$ cat src/rtl/wfbs_pkg.sv
// types, constants and helpers shared by the bssid survey modules
package wfbs_pkg;

    localparam int TABLE_ENTRIES   = 16;
    localparam int MAX_FRAME_BYTES = 4096;
    localparam int ESSID_BYTES     = 32;

    localparam int IDX_W  = $clog2(TABLE_ENTRIES);
    localparam int POS_W  = $clog2(MAX_FRAME_BYTES + 1);
    localparam int EB_W   = $clog2(ESSID_BYTES);
    localparam int ELEN_W = $clog2(ESSID_BYTES + 1);

    localparam int MIN_FRAME   = 12;
    localparam int MIN_RTAP    = 8;
    localparam int MIN_80211   = 24;
    localparam int RTAP_LEN_LO = 2;
    localparam int RTAP_LEN_HI = 3;
    localparam int BODY_START  = 4;
    localparam int BSSID_FIRST = 16;
    localparam int BSSID_END   = 22;
    localparam int IE_START    = 36;
    localparam int PRINT_LO    = 32;
    localparam int PRINT_HI    = 126;

    localparam logic [1:0] FUNC_BYTE  = 2'd0;
    localparam logic [1:0] FUNC_CLEAR = 2'd1;
    localparam logic [1:0] FUNC_READ  = 2'd2;

    localparam logic [1:0] TYPE_MGMT = 2'd0;
    localparam logic [1:0] TYPE_CTRL = 2'd1;
    localparam logic [1:0] TYPE_DATA = 2'd2;

    localparam logic [3:0] SUB_BEACON     = 4'd8;
    localparam logic [3:0] SUB_PROBE_RESP = 4'd5;

    localparam logic [7:0] EID_SSID = 8'd0;
    localparam logic [7:0] EID_DS   = 8'd3;

    localparam logic [1:0] PH_ID   = 2'd0;
    localparam logic [1:0] PH_SIZE = 2'd1;
    localparam logic [1:0] PH_BODY = 2'd2;

    localparam logic [2:0] CLS_SHORT = 3'd0;
    localparam logic [2:0] CLS_MGMT  = 3'd1;
    localparam logic [2:0] CLS_CTRL  = 3'd2;
    localparam logic [2:0] CLS_DATA  = 3'd3;
    localparam logic [2:0] CLS_OTHER = 3'd4;

    localparam logic [7:0] CHAR_DOT = 8'h2e;

    typedef struct packed {
        logic [1:0] func;
        logic [7:0] byte_value;
        logic       last_byte;
        logic [3:0] read_index;
        logic [4:0] essid_index;
    } t_in;

    typedef struct packed {
        logic        result_kind;
        logic [2:0]  frame_class;
        logic [3:0]  entry_index;
        logic        entry_valid;
        logic [47:0] bssid_out;
        logic [7:0]  channel_out;
        logic        channel_known;
        logic [31:0] beacon_count;
        logic [31:0] probe_count;
        logic [31:0] data_frame_count;
        logic [7:0]  essid_byte;
    } t_out;

    typedef struct packed {
        logic [47:0]       bssid;
        logic [7:0]        channel;
        logic              chan_known;
        logic [31:0]       beacons;
        logic [31:0]       probes;
        logic [31:0]       datas;
        logic [ELEN_W-1:0] essid_len;
    } t_rec;

    typedef struct packed {
        logic byte_en;
        logic clear_tbl;
        logic rd_latch;
        logic eval;
        logic srch_addr;
        logic srch_cmp;
        logic ins;
        logic upd;
        logic cp_wr;
        logic emit_sum;
        logic emit_rd;
        logic frame_clr;
    } t_cmd;

    typedef struct packed {
        logic need_lookup;
        logic hit_now;
        logic scan_last;
        logic free_ok;
        logic need_copy;
        logic cp_last;
        logic ob_free;
    } t_sts;

    function automatic logic [7:0] printable(input logic [7:0] b);
        logic [7:0] r;
        r = (b < 8'(PRINT_LO) || b > 8'(PRINT_HI)) ? CHAR_DOT : b;
        return r;
    endfunction

endpackage

$ cat src/rtl/wfbs_ctrl.sv
// sequencer for byte intake, table search, essid copy and result hand-off
module wfbs_ctrl (
    input  logic           i_clk,
    input  logic           i_rst_n,
    input  logic           i_valid,
    input  wfbs_pkg::t_in  i_in,
    input  wfbs_pkg::t_sts i_sts,
    output wfbs_pkg::t_cmd o_cmd,
    output logic           o_idle
);
    import wfbs_pkg::*;

    localparam logic [3:0] S_IDLE  = 4'd0;
    localparam logic [3:0] S_EVAL  = 4'd1;
    localparam logic [3:0] S_SISS  = 4'd2;
    localparam logic [3:0] S_SCMP  = 4'd3;
    localparam logic [3:0] S_INS   = 4'd4;
    localparam logic [3:0] S_UPD   = 4'd5;
    localparam logic [3:0] S_CPRD  = 4'd6;
    localparam logic [3:0] S_CPWR  = 4'd7;
    localparam logic [3:0] S_SEMIT = 4'd8;
    localparam logic [3:0] S_RD1   = 4'd9;
    localparam logic [3:0] S_RD2   = 4'd10;

    logic [3:0] r_state, n_state;
    t_cmd       cmd;

    always_comb begin
        n_state = r_state;
        cmd     = '0;
        case (r_state)
            S_IDLE: begin
                if (i_valid) begin
                    case (i_in.func)
                        FUNC_BYTE: begin
                            cmd.byte_en = 1'b1;
                            if (i_in.last_byte) begin
                                n_state = S_EVAL;
                            end
                        end
                        FUNC_CLEAR: cmd.clear_tbl = 1'b1;
                        FUNC_READ: begin
                            cmd.rd_latch = 1'b1;
                            n_state      = S_RD1;
                        end
                        default: ;
                    endcase
                end
            end
            S_EVAL: begin
                cmd.eval = 1'b1;
                n_state  = i_sts.need_lookup ? S_SISS : S_SEMIT;
            end
            S_SISS: begin
                cmd.srch_addr = 1'b1;
                n_state       = S_SCMP;
            end
            S_SCMP: begin
                cmd.srch_addr = 1'b1;
                cmd.srch_cmp  = 1'b1;
                if (i_sts.hit_now) begin
                    n_state = S_UPD;
                end else if (i_sts.scan_last) begin
                    n_state = S_INS;
                end else begin
                    n_state = S_SISS;
                end
            end
            S_INS: begin
                cmd.ins = 1'b1;
                n_state = i_sts.free_ok ? S_UPD : S_SEMIT;
            end
            S_UPD: begin
                cmd.upd = 1'b1;
                n_state = i_sts.need_copy ? S_CPRD : S_SEMIT;
            end
            S_CPRD: n_state = S_CPWR;
            S_CPWR: begin
                cmd.cp_wr = 1'b1;
                n_state   = i_sts.cp_last ? S_SEMIT : S_CPRD;
            end
            S_SEMIT: begin
                if (i_sts.ob_free) begin
                    cmd.emit_sum  = 1'b1;
                    cmd.frame_clr = 1'b1;
                    n_state       = S_IDLE;
                end
            end
            S_RD1: n_state = S_RD2;
            S_RD2: begin
                if (i_sts.ob_free) begin
                    cmd.emit_rd = 1'b1;
                    n_state     = S_IDLE;
                end
            end
            default: n_state = S_IDLE;
        endcase
    end

    always_ff @(posedge i_clk) begin
        if (!i_rst_n) begin
            r_state <= S_IDLE;
        end else begin
            r_state <= n_state;
        end
    end

    assign o_cmd  = cmd;
    assign o_idle = (r_state == S_IDLE);
endmodule

$ cat config.mk
export PLATFORM = sky130hd
export DESIGN_NAME = wfbs_ctrl
export DESIGN_NICKNAME = d
export VERILOG_FILES = /design/src/rtl/wfbs_pkg.sv /design/src/rtl/wfbs_ctrl.sv
export SDC_FILE = /design/constraint.sdc
export NUM_CORES = 1
export LEC_CHECK = 0
export BUFFER_PORTS_ARGS = -buffer_cell sky130_fd_sc_hd__buf_2
export CAP_MARGIN = 40
export CORE_AREA = 10 10 48 50
export CTS_BUF_LIST = sky130_fd_sc_hd__clkbuf_8 sky130_fd_sc_hd__clkbuf_16
export DETAILED_ROUTE_END_ITERATION = 10
export DIE_AREA = 0 0 58 60
export PLACE_DENSITY = 0.69
export SLEW_MARGIN = 20
export SYNTH_ARGS = -nofsm -noshare
export SYNTH_HDL_FRONTEND = slang
export SYNTH_SLANG_ARGS = --single-unit
export TNS_END_PERCENT = 100
$ cat constraint.sdc
create_clock -name i_clk -period 1.6 [get_ports i_clk]
set_input_delay 0 -clock i_clk [delete_from_list [all_inputs] [get_ports i_clk]]
set_output_delay 0 -clock i_clk [all_outputs]
set_load 0.01 [all_outputs]
== Word level (Yosys, flattened, before mapping) ==
Cells that the tools add are included.
W data, S select, Z words.

* Mux-type cells: 25
* Multipliers: 0
* Add/sub/neg operators: 0
* Bitwise operators: 0
* Shift-type cells: 0
* Equal/unequal tests: 16
* Order comparisons: 0
* Reduce and logical (&&, ||, !) cells: 5
* Div/mod/pow operators: 0

{| class="wikitable"
|+ Operator list
! cell !! count
|-
| $pmux W4 S10 || 1
|-
| $mux W4 || 8
|-
| $eq A4 B3 Y1 const B || 4
|-
| $eq A4 B4 Y1 const B || 3
|-
| $mux W1 || 12
|-
| $mux W3 || 3
|-
| $eq A4 B2 Y1 const B || 2
|-
| $pmux W4 S2 || 1
|-
| $eq A4 B1 Y1 const B || 1
|-
| $logic_not A4 Y1 || 1
|-
| $reduce_and A4 Y1 || 1
|-
| $reduce_or A2 Y1 || 2
|-
| $ne A3 B1 Y1 const B || 1
|-
| $ne A3 B3 Y1 const B || 1
|-
| $eq A2 B1 Y1 const B || 1
|-
| $eq A2 B2 Y1 const B || 1
|-
| $logic_not A2 Y1 || 1
|-
| $ne A2 B1 Y1 const B || 1
|-
| $ne A2 B2 Y1 const B || 1
|}

* ROM bits: 0
* Memories kept: 0
* RAM bits: 0
* Output and inout port bits: 13
* Bits in registers: 4
* Bits in latches: 0

== Longest topological paths before layout ==
Gate-level depths: netlist of run 1.

* Depth in word-level cells: 4
* Mapped depth: 5
* Depth with buffers taken out: 4

== Worst setup path after synthesis of run 1 ==
OpenSTA, ideal clock, no wires.

* Path type: register to output
* Start: register r_state[3]
* End: output o_cmd[9] (netlist name)
* Buffers on the path: 0
* Data arrival time: 1.194 ns
* Cell stages (with the launch flop): 4
* Path slack: 0.406 ns
* Cells stage by stage: dfxtp_1 nor4_4 nand2_1 nor3b_1

{| class="wikitable"
|+ RTL lines
! what !! RTL line !! text
|-
| from (decl) || wfbs_ctrl.sv:25 || <nowiki>logic [3:0] r_state, n_state;</nowiki>
|-
| from (signal assigned) || wfbs_ctrl.sv:104 || <nowiki>r_state <= n_state;</nowiki>
|-
| to (decl) || wfbs_ctrl.sv:8 || <nowiki>output wfbs_pkg::t_cmd o_cmd,</nowiki>
|}

==> results_dict.tcl, run 1 <==
set metrics [dict create \
    status "complete, no violations" \
    slowest_delay_ns 0.39 \
    synth_edf_count 0 \
    slew_headroom_pct 69.5 \
    n_fill_cell 163 \
    antenna_found_initial 0 \
    regMostFlops "r_state" \
    yosysWarnings 0 \
    netlist.area_leader.share_pct 17.2 \
    async_flop_share_pct 0 \
    crit_arrival_ns 1.44 \
    fin_crit_sh_pct 89.7 \
    clk_pin_slew_ns 0.03 \
    die_area_um2 3480 \
    worst_pin_slew_ns 0.457 \
    nets 121 \
    drc 0 \
    combPwrFrac_pct 39.9 \
    ir_drop_mv 0.624 \
    fin_crit_ns 1.44 \
    pin_count 43 \
    synth_top_cell_by_area "dfxtp_1" \
    layout_commonest_cell "buf_2" \
    num_rows 14 \
    finalHoldViolCount 0 \
    synth_cell_types 30 \
    criticalPathCategory "reg -> out" \
    drv_slew 0 \
    grt_max_degree 17 \
    hold_buffers 0 \
    register_area_um2 83.8 \
    final_layout_size_suffix_gt1_share_pct 40.4 \
    via_count 547 \
    wire_per_inst_um 12.7 \
    grt_first_pass_wirelength_um 2180 \
    areaGrowthSynthToFinish_pct 33.3 \
    synth_compound_area_share_pct 22.6 \
    ys_ff_latch 4 \
    routed_via_density 5.21 \
    max_freq_mhz 696 \
    syn_area_um2 465 \
    synth_mux_area_share_pct 0 \
    synth_top_family_by_area "simple AND/OR/NAND/NOR gates" \
    cts_max_level 1 \
    postLayoutCoreUtil_pct 43.2 \
    io_buffers 25 \
    die_x_um 58 \
    syn_nets 95 \
    grt_use_total_pct 7.32 \
    cts_setup_buffers 0 \
    top_regs "r_state: 4 flops" \
    power_leakage_nw 0.288 \
    synth-seq-area-share_pct 17.2 \
    cp-start-kind "flop" \
    min_path_type "in -> reg" \
    ys.flop_type "dfxtp_1" \
    yosys.area_share.adder_pct 0 \
    clock_sinks 4 \
    root_buffer "clkbuf_8" \
    rsz0062_at_grt "false" \
    clk_latency_ns 0.21 \
    die_y_um 60 \
    final_cell_mix "buf_2, nand2_1, nor2_1" \
    dp_hpwl_um 1080 \
    multi_input_area_um2 328 \
    pwr-share-clk_pct 31.1 \
    crit_chain "nor4_4 -> nand2_1 -> nor3b_1 -> buf_2" \
    synth_cells 65 \
    drt-initial-drc-count 19 \
    synthSimpleGateAreaFrac_pct 47.8 \
    antenna_cells 0 \
    endpoint_kind "output port" \
    antenna_left 0 \
    drv_cap 0 \
    grt_pass1_vias 506 \
    fin_skew_ns 0.00295 \
    powerDensity_nw_per_um2 1050 \
    syn_area_per_cell_um2 7.16 \
    start_util_pct 32.4 \
    dr.pass1.iters 4 \
    cts_resized 0 \
    fin_tns_setup_ns 0 \
    swShare_pct 36.5 \
    cts_tree "built" \
    numCtsBuffers 3 \
    synth_xor_xnor_area_share_pct 0 \
    largest_reg_flops 4 \
    synthTopCellsByArea "dfxtp_1, nor3_1, o21ai_0, buf_6, nand2_1" \
    core_region_area_um2 1440 \
    cpMaxStageDelayCell "dfxtp_2" \
    p_sw_w 0.000238 \
    cp_max_fo 14 \
    pwr-share-seq_pct 29.0 \
    overflow 0 \
    gp_congestion 0.839 \
    totalWireLength_um 1330 \
    intPower_w 0.000414 \
    setup_viol_count_final 0 \
    required_ns 1.60 \
    clockBufferDepth 2 \
]
==> kinds of logic after synthesis <==
kind of cell | count (synthesis)
AND/OR/NAND/NOR | 35
flip-flops | 4
buffers and inverters | 9
AO/OA/AOI/OAI | 17
==> path summary, 6_finish.rpt <==
check	from	endpoint	slack, ns	cells past startpoint
worst max-delay path	r_state[2]	o_cmd[9]	0.16	4
worst max register to register	r_state[3]	r_state[1]	0.25	4
worst min register to register	r_state[1]	r_state[1]	0.61	2
worst min-delay path	i_rst_n	r_state[3]	0.02	3
==> Yosys cell counts (2+ instances only) <==
cell type and instances:
nand2_1 6, nor2_1 6, nor3_1 5, o21ai_0 5
dfxtp_1 4, inv_1 4, a21oi_1 3, nand2b_1 3
a31oi_1 2, buf_4 2, buf_6 2, nand3_1 2
nand3b_1 2, nor3b_1 2, nor4b_1 2
==> power groups by stage <==
stage,sequential [W],combinational (W),clock [W]
floorplan,0.000144,0.000237,0
detailed placement,0.000186,0.000268,0
global placement,0.000186,0.000265,0
global route,0.000199,0.000295,0.000217
finish,0.000189,0.000260,0.000202
CTS,0.000186,0.000269,0.000208
==> worst max-delay path, delay by kind of cell, from the launching register on <==
family | cells | cell delay, ns
and+or+nand+nor | 3 | 0.67
DFF | 1 | 0.39
buffers and inverters | 1 | 0.16
==> area by class of cell <==
| class | count | area share (%) |
|---|---|---|
| clock buffer | 3 | 6.65 |
| timing repair buffer | 26 | 21.4 |
| inverter | 4 | 2.42 |
| sequential | 4 | 13.5 |
| tap | 16 | 3.23 |
| multi-input combinational | 52 | 52.8 |
==> metrics by stage <==
step | hold slack (ns) | worst slack, ns | std cells | power (W) | instance area, um^2
2_1_floorplan | 0.0495 | 0.406 | 65 | 0.000381 | 465
3_3_place_gp | 0.230 | 0.236 | 102 | 0.000451 | 576
3_5_place_dp | 0.241 | 0.230 | 102 | 0.000454 | 576
4_1_cts | 0.0253 | 0.0589 | 105 | 0.000663 | 617
5_1_grt | 0.0308 | 0.0171 | 105 | 0.000710 | 621
6_report | 0.0224 | 0.164 | 105 | 0.000652 | 621
==> layer usage <==
metal	GRT usage, %	share of wire (%)	vias up
li1	-	-	279
met1	9.15	45	236
met2	10.7	42	32
met3	4.24	13	0
met4	1.01	0	0
met5	0	0	-
Power figures use the tool's default switching activity.
==> inputs of run 2 (changes only) <==
--- a/config.mk
+++ b/config.mk
@@ -12,6 +12,7 @@
 export DETAILED_ROUTE_END_ITERATION = 10
 export DIE_AREA = 0 0 58 60
 export PLACE_DENSITY = 0.69
+export REMOVE_ABC_BUFFERS = 1
 export SLEW_MARGIN = 20
 export SYNTH_ARGS = -nofsm -noshare
 export SYNTH_HDL_FRONTEND = slang
==> run 2 against run 1 <==
Setup slack lost 0.022 ns. Final cell count grew 0.95%. Power grew 4.3%. Largest cell class unchanged.
==> results_dict.tcl, run 2 (synthesis results as in run 1) <==
set metrics [dict create \
    root_buffer "clkbuf_8" \
    areaGrowthSynthToFinish_pct 34.7 \
    criticalPathCategory "reg -> out" \
    die_area_um2 3480 \
    antenna_found_initial 0 \
    cp_max_fo 16 \
    dpl_cell_area_um2 576 \
    fin_tns_setup_ns 0 \
    die_y_um 60 \
    antenna_left 0 \
    dp_hpwl_um 1050 \
    drt-initial-drc-count 6 \
    clock_sinks 4 \
    timing.rr.end "r_state[3]" \
    grt_pass1_vias 588 \
    hold_buffers 0 \
    hold_end "r_state[3]" \
    drv_slew 0 \
    antenna_cells 0 \
    finalHoldViolCount 0 \
    post-place-ws_ns 0.216 \
    status "complete, no violations" \
    worst_slack_ns 0.142 \
    endpoint_kind "output port" \
    crit_arrival_ns 1.46 \
    setup_viol_count_final 0 \
    top_regs "r_state: 4 flops" \
    regMostFlops "r_state" \
    fin_area_um2 627 \
    rr_worst_depth 4 \
    core_region_area_um2 1440 \
    largest_reg_flops 4 \
    fin_crit_ns 1.46 \
    power_w 0.000679 \
    final_cell_mix "buf_2, nand2_1, nor2_1" \
    slowest_delay_ns 0.46 \
    cts_tree "built" \
    rsz0062_at_grt "false" \
    reg2reg_slack_ns 0.22 \
    grt_use_total_pct 8.24 \
    fin_skew_ns 0.00379 \
    clk_pin_slew_ns 0.03 \
    reg2reg_from "r_state[1]" \
    worst_pin_slew_ns 0.534 \
    crit_buf_inv 1 \
    min_path_type "in -> reg" \
    ir_drop_mv 0.437 \
    max_freq_mhz 686 \
    num_rows 14 \
    slew_headroom_pct 64.4 \
    cpMaxStageDelayCell "dfxtp_1" \
    power_leakage_nw 0.292 \
    clockBufferDepth 2 \
    powerDensity_nw_per_um2 1080 \
    hold_path_depth 3 \
    die_x_um 58 \
    grt_first_pass_wirelength_um 2300 \
    final_layout_size_suffix_gt1_share_pct 40.0 \
    pin_count 43 \
    wire_per_inst_um 12.7 \
    required_ns 1.60 \
    numCtsBuffers 3 \
    drc 0 \
    io_buffers 25 \
    fin_crit_sh_pct 91.1 \
    clk_latency_ns 0.22 \
    via_count 561 \
    grt_max_degree 17 \
    crit_chain "nor4_4 -> nand2_1 -> nor3b_1 -> buf_2" \
    nets 122 \
    cp-start-kind "flop" \
    overflow 0 \
    gp_congestion 0.790 \
    routed_via_density 5.29 \
    totalWireLength_um 1340 \
    whs_ns 0.0171 \
    dr.pass1.iters 5 \
    layout_commonest_cell "buf_2" \
    cpLargestDelayFamily "simple AND/OR/NAND/NOR gates" \
    n_fill_cell 159 \
    cts_max_level 1 \
    worstHoldStart "i_rst_n" \
    start_util_pct 32.4 \
    drv_cap 0 \
]
## run 2: final cells by class
type                    instances  area (um^2)  share of cell area [%]
multi-input cells              52          328                    52.3
repair buffers                 27          140                    22.4
flip-flops and latches          4         82.6                    13.2
clock buffers                   3         41.3                    6.59
well taps                      16         20.0                    3.19
inverters                       4         15.0                    2.40
## run 2: stage by stage
stage / util (%) / instances
after floorplan: - / 60
after global placement: 40.1 / 102
after detailed placement: 40.1 / 102
after CTS: 42.9 / 105
after global routing: 43.6 / 106
final: 43.6 / 106
## run 2: what timing repair did
item | CTS | global route
gates resized for setup | 0 | 2
setup endpoints to repair | 0 | 4
setup buffers | 0 | 1
## run 2: worst reg2reg max path: stages (launching register included)
cell,delay [ns]
dfxtp_1,0.64
nor4_4,0.09
buf_4,0.16
a311oi_1,0.28
o21ai_1,0.09
## run 2: worst max-delay path by stage
stage                     from         end  cells past startpoint
finish              r_state[1]    o_cmd[9]                      4
global route        r_state[1]    o_cmd[9]                      4
CTS                 r_state[3]    o_cmd[9]                      4
detailed placement  r_state[1]  r_state[3]                      4
global placement    r_state[0]  r_state[2]                      4
floorplan           r_state[2]  r_state[2]                      4
## run 2: per-layer routing
| metal | global-route usage (%) | wire [um] | vias to the layer above |
|---|---|---|---|
| li1 | - | - | 284 |
| met1 | 9.22 | 649 | 254 |
| met2 | 11.7 | 554 | 21 |
| met3 | 3.81 | 115 | 2 |
| met4 | 6.71 | 24 | 0 |
| met5 | 0 | 0 | - |
## run 2: report_power, final
group	internal [W]	total, W	switching [W]	leakage [nW]
Clock	0.000160	0.000209	0.0000492	0.0216
Sequential	0.000120	0.000188	0.0000678	0.0335
Combinational	0.000149	0.000282	0.000133	0.237
Total	0.000430	0.000679	0.000250	0.292
==> inputs of run 3 (changes only) <==
--- a/config.mk
+++ b/config.mk
@@ -5,12 +5,13 @@
 export SDC_FILE = /design/constraint.sdc
 export NUM_CORES = 1
 export LEC_CHECK = 0
+export ABC_AREA = 1
 export BUFFER_PORTS_ARGS = -buffer_cell sky130_fd_sc_hd__buf_2
 export CAP_MARGIN = 40
-export CORE_AREA = 10 10 48 50
+export CORE_AREA = 10 10 49 51
 export CTS_BUF_LIST = sky130_fd_sc_hd__clkbuf_8 sky130_fd_sc_hd__clkbuf_16
 export DETAILED_ROUTE_END_ITERATION = 10
-export DIE_AREA = 0 0 58 60
+export DIE_AREA = 0 0 59 61
 export PLACE_DENSITY = 0.69
 export REMOVE_ABC_BUFFERS = 1
 export SLEW_MARGIN = 20
==> run 3 against run 2 <==
Fmax rose by 7.8%. Critical endpoint is now o_cmd[2]. Largest cell class unchanged. Clock skew is 0.00077 ns lower. Global-route usage up 0.45 points. Die area rose by 3.4%. Wire length up 8.7%. Sequential cell count unchanged. First-iteration DRC count grew to 3.5 times the previous value.
==> results_dict.tcl, run 3 <==
set metrics [dict create \
    clock_sinks 4 \
    ys_top_cells_by_count "nand2_1, inv_1, nor2_1" \
    async_flop_share_pct 0 \
    postLayoutCoreUtil_pct 46.9 \
    powerDensity_nw_per_um2 1190 \
    finalHoldViolCount 0 \
    synth_edf_count 0 \
    gp_congestion 0.852 \
    synth_cell_types 18 \
    antenna_left 0 \
    power_leakage_nw 0.430 \
    cts_max_level 1 \
    clk_latency_ns 0.21 \
    antenna_cells 0 \
    grt_pass1_vias 606 \
    largest_reg_flops 4 \
    crit_arrival_ns 1.35 \
    cp_max_fo 5 \
    core_region_area_um2 1470 \
    drv_cap 0 \
    cpMaxStageDelayCell "dfxtp_1" \
    pin_count 43 \
    dp_hpwl_um 1290 \
    ys_ff_latch 4 \
    status "complete, no violations" \
    num_rows 14 \
    start_util_pct 34.8 \
    drt-initial-drc-count 21 \
    endpoint_kind "output port" \
    synthTopCellsByArea "nand2_1, dfxtp_1, inv_1, nand3_1, nor2_1" \
    cts_tree "built" \
    cts_resized 0 \
    worst_pin_slew_ns 0.319 \
    dr.pass1.iters 4 \
    syn_area_per_cell_um2 5.39 \
    layout_commonest_cell "nand2_1" \
    die_y_um 61 \
    criticalPathCategory "reg -> out" \
    crit_buf_inv 3 \
    fin_crit_sh_pct 84.5 \
    hold_buffers 0 \
    grt_max_degree 8 \
    rsz0062_at_grt "false" \
    n_fill_cell 173 \
    cp-start-kind "flop" \
    totalWireLength_um 1460 \
    syn_area_um2 512 \
    slew_headroom_pct 78.7 \
    cpLargestDelayFamily "flip-flops" \
    drc 0 \
    worst_slack_ns 0.247 \
    min_path_type "in -> reg" \
    synth-seq-area-share_pct 15.6 \
    crit_chain "inv_2 -> nor2_2 -> inv_1 -> nor3_1 -> buf_2" \
    top_regs "r_state: 4 flops" \
    die_area_um2 3600 \
    wire_per_inst_um 10.6 \
    yosysWarnings 0 \
    clockBufferDepth 2 \
    numCtsBuffers 3 \
    final_layout_size_suffix_gt1_share_pct 34.4 \
    netlist.area_leader.share_pct 20.5 \
    nets 154 \
    grt_use_total_pct 8.69 \
    synth_cells 95 \
    fin_crit_ns 1.35 \
    io_buffers 25 \
    die_x_um 59 \
    max_freq_mhz 739 \
    grt_first_pass_wirelength_um 2540 \
    fin_skew_ns 0.00303 \
    slowest_delay_ns 0.49 \
    drv_slew 0 \
    post-place-ws_ns 0.361 \
    ir_drop_mv 1.12 \
    regMostFlops "r_state" \
    final_cell_mix "nand2_1, buf_2, inv_1" \
    clk_pin_slew_ns 0.03 \
    overflow 0 \
    required_ns 1.60 \
    fin_tns_setup_ns 0 \
    synth_top_cell_by_area "nand2_1" \
    areaGrowthSynthToFinish_pct 35.0 \
    via_count 637 \
    ys.flop_type "dfxtp_1" \
    synth_most_common_cell "nand2_1" \
    routed_via_density 4.62 \
    antenna_found_initial 0 \
    cts_setup_buffers 0 \
    setup_viol_count_final 0 \
    root_buffer "clkbuf_8" \
]
==> run 3: cell count changes in the layout (fill, tap and decap cells not counted), sizes merged, moves of 3 or more <==
cell    delta
nand3      +9
nand2b     -3
nand2     +24
inv       +16
o21ai      -6
nor2      +12
==> run 3: layout make-up <==
| type | count | area [um^2] | area share [%] |
|---|---|---|---|
| clock buffer | 3 | 41.3 | 5.98 |
| inverter | 20 | 77.6 | 11.2 |
| multi-input combinational | 70 | 347 | 50.2 |
| sequential | 4 | 80.1 | 11.6 |
| tap | 16 | 20.0 | 2.90 |
| timing repair buffer | 25 | 125 | 18.1 |
==> run 3: worst paths after layout <==
path | from | to | slack (ns) | depth (start not counted)
worst max-delay path | r_state[3] | o_cmd[2] | 0.25 | 5
worst min-delay path | i_rst_n | r_state[1] | 0.05 | 3
worst max register to register | r_state[3] | r_state[0] | 0.36 | 6
worst min register to register | r_state[1] | r_state[1] | 0.60 | 2
==> run 3: stage by stage <==
stage | total power, W | hold WS (ns) | area [um^2] | instances
CTS | 0.000836 | 0.0472 | 691 | 138
floorplan | 0.000496 | 0.0529 | 504 | 94
global placement | 0.000616 | 0.260 | 649 | 135
finish | 0.000823 | 0.0470 | 691 | 138
detailed placement | 0.000622 | 0.267 | 649 | 135
global route | 0.000916 | 0.0488 | 691 | 138
==> run 3: logic make-up (layout without fill, tap and decap cells) <==
kind of cell           count (synthesis)  after routing  share of synthesized area (%)
DFF                                    4              4                           15.6
AOI/OAI and AO/OA                      3              3                           3.42
buffers and inverters                 21             48                           16.6
and+or+nand+nor                       67             67                           64.3
==> run 3: worst min-delay path: stages <==
cell     delay (ns)
buf_2          0.10
nand3_1        0.07
nand2_1        0.06
==> run 3: metal layers <==
layer / vias to the layer above / part of all wire, % / track usage (%) / wire (um)
met2: 25 / 45 / 13.8 / 656
met1: 268 / 46 / 10.1 / 671
met5: - / 0 / 0 / 0
met3: 0 / 9.0 / 4.59 / 132
met4: 0 / 0 / 1.97 / 0
li1: 344 / - / - / -
==> run 3: where the power goes <==
part | switching [W] | total [W] | internal (W)
logic | 0.000285 | 0.000449 | 0.000164
registers | 0.0000445 | 0.000167 | 0.000122
clock network | 0.0000470 | 0.000207 | 0.000160
